--- config.mk ---
export PLATFORM = sky130hd
export DESIGN_NAME = gvj_ctrl
export DESIGN_NICKNAME = d
export VERILOG_FILES = /design/src/gvj_pkg.sv /design/src/gvj_ctrl.sv
export SDC_FILE = /design/constraint.sdc
export NUM_CORES = 1
export LEC_CHECK = 0
export ABC_AREA = 1
export BUFFER_PORTS_ARGS = -buffer_cell sky130_fd_sc_hd__buf_2
export CAP_MARGIN = 20
export CORE_AREA = 5 5 42 44
export CTS_CLUSTER_DIAMETER = 40
export DETAILED_ROUTE_END_ITERATION = 6
export DIE_AREA = 0 0 47 49
export SETUP_SLACK_MARGIN = 0.5
export SYNTH_ARGS = -nofsm -noshare
export SYNTH_HDL_FRONTEND = slang
export SYNTH_SLANG_ARGS = --single-unit
--- constraint.sdc ---
create_clock -name clk_i -period 2.9 [get_ports clk_i]
set_input_delay 0.29 -clock clk_i [delete_from_list [all_inputs] [get_ports clk_i]]
set_output_delay 0.29 -clock clk_i [all_outputs]
set_load 0.01 [all_outputs]
--- src/gvj_pkg.sv ---
// Package for the grid vector Jacobian core: request and result payloads,
// register indexes, fixed field widths and the controller-to-datapath command word.
// No dependencies.
`timescale 1ns / 1ps

package gvj_pkg;

  // Fixed field widths.
  localparam int COORD_XY_W = 6;
  localparam int COORD_Z_W  = 4;
  localparam int COMP_W     = 16;
  localparam int RES_W      = 32;
  localparam int SIZE_W     = 7;
  localparam int SIZE_Z_W   = 5;
  localparam int INV_W      = 32;
  localparam int CFG_IDX_W  = 3;
  localparam int CFG_DATA_W = 32;

  // Inverse spacings are Q16.16; a central difference takes one more bit of shift.
  localparam int FRAC_SHIFT = 16;

  // Default grid limits and sample width.
  localparam int MAX_SIZE_X_DEF   = 64;
  localparam int MAX_SIZE_Y_DEF   = 64;
  localparam int MAX_SIZE_Z_DEF   = 16;
  localparam int SAMPLE_WIDTH_DEF = 16;

  // Register reset values.
  localparam logic [SIZE_W-1:0]   SIZE_X_RST = 7'd64;
  localparam logic [SIZE_W-1:0]   SIZE_Y_RST = 7'd64;
  localparam logic [SIZE_Z_W-1:0] SIZE_Z_RST = 5'd16;
  localparam logic [INV_W-1:0]    INV_RST    = 32'd65536;

  // Register indexes on the configuration port.
  localparam logic [CFG_IDX_W-1:0] CFG_SIZE_X = 3'd0;
  localparam logic [CFG_IDX_W-1:0] CFG_SIZE_Y = 3'd1;
  localparam logic [CFG_IDX_W-1:0] CFG_SIZE_Z = 3'd2;
  localparam logic [CFG_IDX_W-1:0] CFG_INV_X  = 3'd3;
  localparam logic [CFG_IDX_W-1:0] CFG_INV_Y  = 3'd4;
  localparam logic [CFG_IDX_W-1:0] CFG_INV_Z  = 3'd5;

  // Request kinds.
  localparam logic KIND_WRITE = 1'b0;
  localparam logic KIND_QUERY = 1'b1;

  // Saturation limits of a result.
  localparam logic [RES_W-1:0] SAT_POS = 32'h7FFF_FFFF;
  localparam logic [RES_W-1:0] SAT_NEG = 32'h8000_0000;

  typedef enum logic [1:0] {
    AXIS_X,
    AXIS_Y,
    AXIS_Z
  } axis_e;

  // One request: a sample write or a derivative query.
  typedef struct packed {
    logic                      kind;
    logic [COORD_XY_W-1:0]     pos_x;
    logic [COORD_XY_W-1:0]     pos_y;
    logic [COORD_Z_W-1:0]      pos_z;
    logic signed [COMP_W-1:0]  comp_x;
    logic signed [COMP_W-1:0]  comp_y;
    logic signed [COMP_W-1:0]  comp_z;
  } gvj_req_t;

  // One result: nine partial derivatives and the range flag.
  typedef struct packed {
    logic signed [RES_W-1:0] dx_of_vx;
    logic signed [RES_W-1:0] dx_of_vy;
    logic signed [RES_W-1:0] dx_of_vz;
    logic signed [RES_W-1:0] dy_of_vx;
    logic signed [RES_W-1:0] dy_of_vy;
    logic signed [RES_W-1:0] dy_of_vz;
    logic signed [RES_W-1:0] dz_of_vx;
    logic signed [RES_W-1:0] dz_of_vy;
    logic signed [RES_W-1:0] dz_of_vz;
    logic                    out_of_range;
  } gvj_rsp_t;

  // Per-cycle commands from the sequencer to the datapath.
  typedef struct packed {
    logic  wr_en;     // store the accepted write request
    logic  load;      // latch the accepted query request
    logic  rd_en;     // read one grid word
    logic  rd_hi;     // read the upper neighbor instead of the lower one
    axis_e rd_axis;
    logic  lo_en;     // keep the word just read as the lower neighbor
    logic  diff_en;   // form the three differences
    logic  mul_en;    // scale the differences by the inverse spacing
    axis_e mul_axis;
    logic  rnd_en;    // round, saturate and store one row of results
    axis_e rnd_axis;
  } gvj_cmd_t;

endpackage

--- src/gvj_ctrl.sv ---
// Sequencer of the grid vector Jacobian core: accepts requests and steps a query
// through six grid reads and the difference, scale and round stages.
// Depends on gvj_pkg.
`timescale 1ns / 1ps

module gvj_ctrl (
  input  logic              clk_i,
  input  logic              rst_ni,
  input  logic              start_i,
  input  logic              kind_i,
  output logic              busy_o,
  output logic              done_o,
  output gvj_pkg::gvj_cmd_t cmd_o
);
  import gvj_pkg::*;

  typedef enum logic [3:0] {
    ST_IDLE,
    ST_RD_X_LO,
    ST_RD_X_HI,
    ST_RD_Y_LO,
    ST_RD_Y_HI,
    ST_RD_Z_LO,
    ST_RD_Z_HI,
    ST_DIFF_Z,
    ST_MUL_Z,
    ST_RND_Z
  } ctl_state_e;

  ctl_state_e state_q, state_d;
  logic       done_q, done_d;
  logic       accept;

  assign accept = start_i && (state_q == ST_IDLE);
  assign busy_o = (state_q != ST_IDLE);
  assign done_o = done_q;

  // Command decode and next state; reads and arithmetic stages overlap by axis.
  always_comb begin
    cmd_o         = '0;
    cmd_o.wr_en   = accept && (kind_i == KIND_WRITE);
    cmd_o.load    = accept && (kind_i == KIND_QUERY);
    state_d       = state_q;
    done_d        = 1'b0;
    unique case (state_q)
      ST_IDLE: begin
        if (cmd_o.load) state_d = ST_RD_X_LO;
      end
      ST_RD_X_LO: begin
        cmd_o.rd_en   = 1'b1;
        cmd_o.rd_axis = AXIS_X;
        state_d       = ST_RD_X_HI;
      end
      ST_RD_X_HI: begin
        cmd_o.rd_en   = 1'b1;
        cmd_o.rd_hi   = 1'b1;
        cmd_o.rd_axis = AXIS_X;
        cmd_o.lo_en   = 1'b1;
        state_d       = ST_RD_Y_LO;
      end
      ST_RD_Y_LO: begin
        cmd_o.rd_en   = 1'b1;
        cmd_o.rd_axis = AXIS_Y;
        cmd_o.diff_en = 1'b1;
        state_d       = ST_RD_Y_HI;
      end
      ST_RD_Y_HI: begin
        cmd_o.rd_en    = 1'b1;
        cmd_o.rd_hi    = 1'b1;
        cmd_o.rd_axis  = AXIS_Y;
        cmd_o.lo_en    = 1'b1;
        cmd_o.mul_en   = 1'b1;
        cmd_o.mul_axis = AXIS_X;
        state_d        = ST_RD_Z_LO;
      end
      ST_RD_Z_LO: begin
        cmd_o.rd_en    = 1'b1;
        cmd_o.rd_axis  = AXIS_Z;
        cmd_o.diff_en  = 1'b1;
        cmd_o.rnd_en   = 1'b1;
        cmd_o.rnd_axis = AXIS_X;
        state_d        = ST_RD_Z_HI;
      end
      ST_RD_Z_HI: begin
        cmd_o.rd_en    = 1'b1;
        cmd_o.rd_hi    = 1'b1;
        cmd_o.rd_axis  = AXIS_Z;
        cmd_o.lo_en    = 1'b1;
        cmd_o.mul_en   = 1'b1;
        cmd_o.mul_axis = AXIS_Y;
        state_d        = ST_DIFF_Z;
      end
      ST_DIFF_Z: begin
        cmd_o.diff_en  = 1'b1;
        cmd_o.rnd_en   = 1'b1;
        cmd_o.rnd_axis = AXIS_Y;
        state_d        = ST_MUL_Z;
      end
      ST_MUL_Z: begin
        cmd_o.mul_en   = 1'b1;
        cmd_o.mul_axis = AXIS_Z;
        state_d        = ST_RND_Z;
      end
      ST_RND_Z: begin
        cmd_o.rnd_en   = 1'b1;
        cmd_o.rnd_axis = AXIS_Z;
        state_d        = ST_IDLE;
        done_d         = 1'b1;
      end
      default: begin
        state_d = ST_IDLE;
      end
    endcase
  end

  // State and the result strobe.
  always_ff @(posedge clk_i or negedge rst_ni) begin
    if (!rst_ni) begin
      state_q <= ST_IDLE;
      done_q  <= 1'b0;
    end else begin
      state_q <= state_d;
      done_q  <= done_d;
    end
  end

`ifndef SYNTHESIS
  // The result strobe lasts a single cycle.
  assert property (@(posedge clk_i) disable iff (!rst_ni) done_o |=> !done_o)
    else $error("result strobe held longer than one cycle");

  // The sequencer only returns to idle while presenting a result.
  assert property (@(posedge clk_i) disable iff (!rst_ni) $fell(busy_o) |-> done_o)
    else $error("query ended without a result");

  // An accepted query occupies the sequencer and ends with a result.
  assert property (@(posedge clk_i) disable iff (!rst_ni)
      (start_i && !busy_o && (kind_i == KIND_QUERY)) |=> busy_o ##9 done_o)
    else $error("query result not delivered on schedule");

  // A write request never occupies the sequencer or produces a result.
  assert property (@(posedge clk_i) disable iff (!rst_ni)
      (start_i && !busy_o && (kind_i == KIND_WRITE)) |=> (!busy_o && !done_o))
    else $error("write request started a query");
`endif

endmodule

**Word-level counts from Yosys, hierarchy flattened**

Index checks and enable logic that the tools add are counted.

- Equal/unequal tests: 10
- Muxes and demuxes: 9
- Bitwise logic cells: 1
- Reduce and logical (&&, ||, !) cells: 10

Operators with widths:

| cell | number |
|---|---|
| 4-bit case mux with 9 select lines | 1 |
| 3-bit case mux with 3 select lines | 2 |
| 4-bit by 3-bit == test with 1-bit output (second input constant) | 4 |
| 4-bit by 2-bit == test with 1-bit output (second input constant) | 2 |
| 4-bit == test (second input constant) | 2 |
| 3-bit OR reduction | 2 |
| 6-bit OR reduction | 1 |
| 4-bit by 1-bit == test with 1-bit output (second input constant) | 1 |
| 4-bit logical NOT | 1 |
| 1-bit 2-to-1 mux | 4 |
| 4-bit 2-to-1 mux | 1 |
| 2-bit case mux with 2 select lines | 1 |
| 4-bit nonzero test | 1 |
| 2-bit OR reduction | 2 |
| 1-bit logical AND | 3 |
| 2-bit != test (second input constant) | 1 |
| 1-bit NOT | 1 |

- Register bits after elaboration: 5
- Output and inout bits: 16

**Longest topological paths before layout**

- Depth after elaboration: 5
- Gate-level depth with buffers: 5

**Worst setup path before layout**

Ideal clock, no wire load.

- Path kind: register -> output
- Start point: register state_q[1]
- End point: output cmd_o[10] (netlist name)
- Data arrival time: 1022 ps
- Path slack: 1588 ps
- Cell stages (with the launch flop): 4
- Cell sequence: dfrtp_1 -> nor2_2 -> nor3_1 -> buf_4

RTL lines:

| what | line | text |
|---|---|---|
| start: declaration | gvj_ctrl.sv:30 | `ctl_state_e state_q, state_d;` |
| start signal: assignment | gvj_ctrl.sv:122 | `state_q <= state_d;` |
| end: declaration | gvj_ctrl.sv:13 | `output gvj_pkg::gvj_cmd_t cmd_o` |

==> key figures <==
Power
  • Worst VDD drop: around 480 µV
  • Cell Pwr Density: 1290 mW/mm²
  • Leak Pwr: slightly above 0.0003 µW

Clock network
  • CTS tree: built
  • CTS clk-pin slew, worst paths: 0.04 ns
  • Sink Count: 5
  • Cts bufs inserted: 3
  • Deepest clock path buffer count: 2
  • Clock Root Buffer: clkbuf_4
  • Post-CTS Repair Setup Buffers: 0
  • Htree depth: 1
  • Worst-Skew Late Latency: around 0.24 ns

Yosys
  • FF+latch count, synth: 5
  • Number of enable flip-flop cells after synthesis: 0
  • Yosys warnings: 0
  • Main combinational cell family by area after synthesis: simple AND/OR/NAND/NOR gates
  • Synth Area in Compound Gates: around 4.6%
  • Mean Syn Cell Area: 6.97 µm²
  • Top cell type's share of synthesized area: between 30% and 40%
  • Asr flop ratio synth: 100%
  • Seq/Total Area, Yosys: a little under two fifths
  • Synth unique cells: 15
  • Mux contribution to synthesized area: 0%
  • Post-Synth Adder-Cell Area: 0%
  • Synth area leader: dfrtp_1
  • Synth Area in Simple Gates: roughly 40%
  • Area contributors post-synth: dfrtp_1 38%, nand3_1 11%, inv_1 8.0%
  • Post-synthesis net count: 51
  • Commonest cells post-synth: 7 x inv_1, 7 x nand3_1, 5 x dfrtp_1, 5 x nand2_1, 5 x nor2_1
  • Ys flop type: dfrtp_1
  • Cells after Synth: between 40 and 50
  • Mapped Area: ~330 µm²
  • Synth Area in XOR/XNOR: 0%

Detailed routing
  • TritonRoute pass-1 iters: 3
  • Final wirelength: roughly 800 µm
  • DRT iter0 DRCs: 5
  • Vias/cell: ~4.2
  • WL/cell: about 9.6 µm
  • # DRC: 0
  • Post-DRT Antenna Nets: 0
  • Via count: ~360

Layout
  • ANT cells: 0
  • Final net count: 74
  • Layout cells sized above 1: a little under half
  • Layout area overhead: 41.6%

Critical path
  • Critical path peak fanout: 6
  • Crit start category: flop
  • Worst EP required: around 2.6 ns
  • Critical path class: flop to primary output
  • Critical Path Sink Type: primary output
  • Crit path arrival time: about 1.3 ns

Worst hold path
  • Hold/Removal Path Class: primary input to flop

GRT
  • GR Util met2: around an eighth
  • Grt total ovfl: 0
  • Antenna violations before repair: 0
  • GR Util met3: between 5 and 6%
  • Vias in the first global route: 338
  • First-pass GRT wire length: roughly 1.4 mm
  • Met1 usage: around a tenth
  • GRT Max-Usage Layer: met2
  • Aggregate global-route resource usage: ~8.3%
  • Largest net degree at the start of global routing: 7

Placed design
  • Worst slack at placement: approximately 1.6 ns
  • GPL Wtd Cong: slightly above 0.7
  • Post-detail-place hpwl: 684 µm
  • Port Buffers: 19

STA
  • Final Cycle Share: between 50 and 60%
  • Post-route minimum period: 1.55 ns
  • Final hold violations: 0
  • Slew headroom: around 84%
  • RSZ-0062 raised after global routing: no
  • Final setup margin: between 1 and 1.5 ns
  • Worst slew pin tran: 0.241 ns
  • Max Fclk: between 0.6 and 0.7 GHz
  • Setup TNS: 0 ns
  • Final Slew Violations: 0
  • Final setup viols: 0
  • Max Clock Skew: approximately 0.0029 ns

Floorplan
  • Core area: 0.00140 mm²
  • Die width: roughly 47 µm
  • Row count: 14
  • Initial Utilization: about a quarter
  • Die ar.: roughly 0.0023 mm²
  • Die H: 49 µm
  • Ports: 20

Status
  • Status: complete, no violations

Run
  • MaxCap Viol Count: 0
[timing repair]
item,in CTS,in global routing
endpoints found under the hold margin,5,0
resized for setup,0,0
hold buffers,1,0
[layout by cell type (no fill, tap or decap), drive strengths merged]
| cell | synthesis | final |
|---|---|---|
| buf | 2 | 19 |
| inv | 10 | 10 |
| dlygate4sd3 | 0 | 1 |
| nor3 | 2 | 2 |
| nand2 | 9 | 9 |
| clkbuf | 0 | 4 |
| clkinv | 1 | 1 |
| a21oi | 1 | 1 |
| nand3 | 7 | 7 |
| o21ai | 2 | 2 |
| nor2 | 8 | 8 |
| dfrtp | 5 | 5 |
[worst max-delay path: stages, from the launching register on]
cell and delay, ns:
dfrtp_1 0.43, nor2_2 0.23, nand3_1 0.12, nor2_1 0.10
buf_2 0.14
[worst paths after layout]
path | from | to | slack (ns) | cells past startpoint
worst max-delay path | state_q[3] | cmd_o[12] | 1.35 | 4
worst min-delay path | start_i | state_q[0] | 0.33 | 3
worst max register to register | state_q[3] | state_q[0] | 1.86 | 4
worst min register to register | state_q[3] | done_o | 0.65 | 2
max in group asynchronous | rst_ni | state_q[1] | 2.38 | 2
min in group asynchronous | rst_ni | done_o | 0.39 | 2
[area by class of cell]
cell class                      instances  area, µm²
Clock buffer                            4       26.3
Multi-Input combinational cell         29        146
Inverter                               11       41.3
Fill cell                             164        937
Sequential cell                         5        125
Tap cell                               16       20.0
Timing Repair Buffer                   20        105
[report_power, final]
part / leakage, µW / switching (µW) / internal (µW)
logic: 0.000224 / 227 / 142
clock network: 0.0000150 / 29.0 / 52.0
registers: 0.0000634 / 47.5 / 99.3
total: 0.000303 / 304 / 293
[registers in the layout (all words and copies together) (netlist names)]
signal   flops
state_q      4
done_o       1
[cells by family (layout without fill, tap and decap cells)]
kind of cell	count (synthesis)	after routing
simple gates	26	26
buf+inv	13	35
flops	5	5
compound gates	3	3
[per-stage QoR]
stage | cells | hold slack, ns | total power (µW) | cell area (µm²) | utilization, %
global route | 85 | 0.341 | 659 | 464 | 33.1
detailed placement | 80 | 0.108 | 519 | 428 | 30.5
CTS | 85 | 0.322 | 608 | 464 | 33.1
finish | 85 | 0.331 | 597 | 464 | 33.1
global placement | 80 | 0.106 | 516 | 428 | 30.5
floorplan | 47 | -0.00559 | 396 | 328 | -
[routing by layer]
metal | vias to the layer above | share of wire [%]
li1 | 186 | -
met1 | 161 | 44
met2 | 14 | 45
met3 | 0 | 11
met4 | 0 | 0
met5 | - | 0
(Power assumes the default switching activity.)
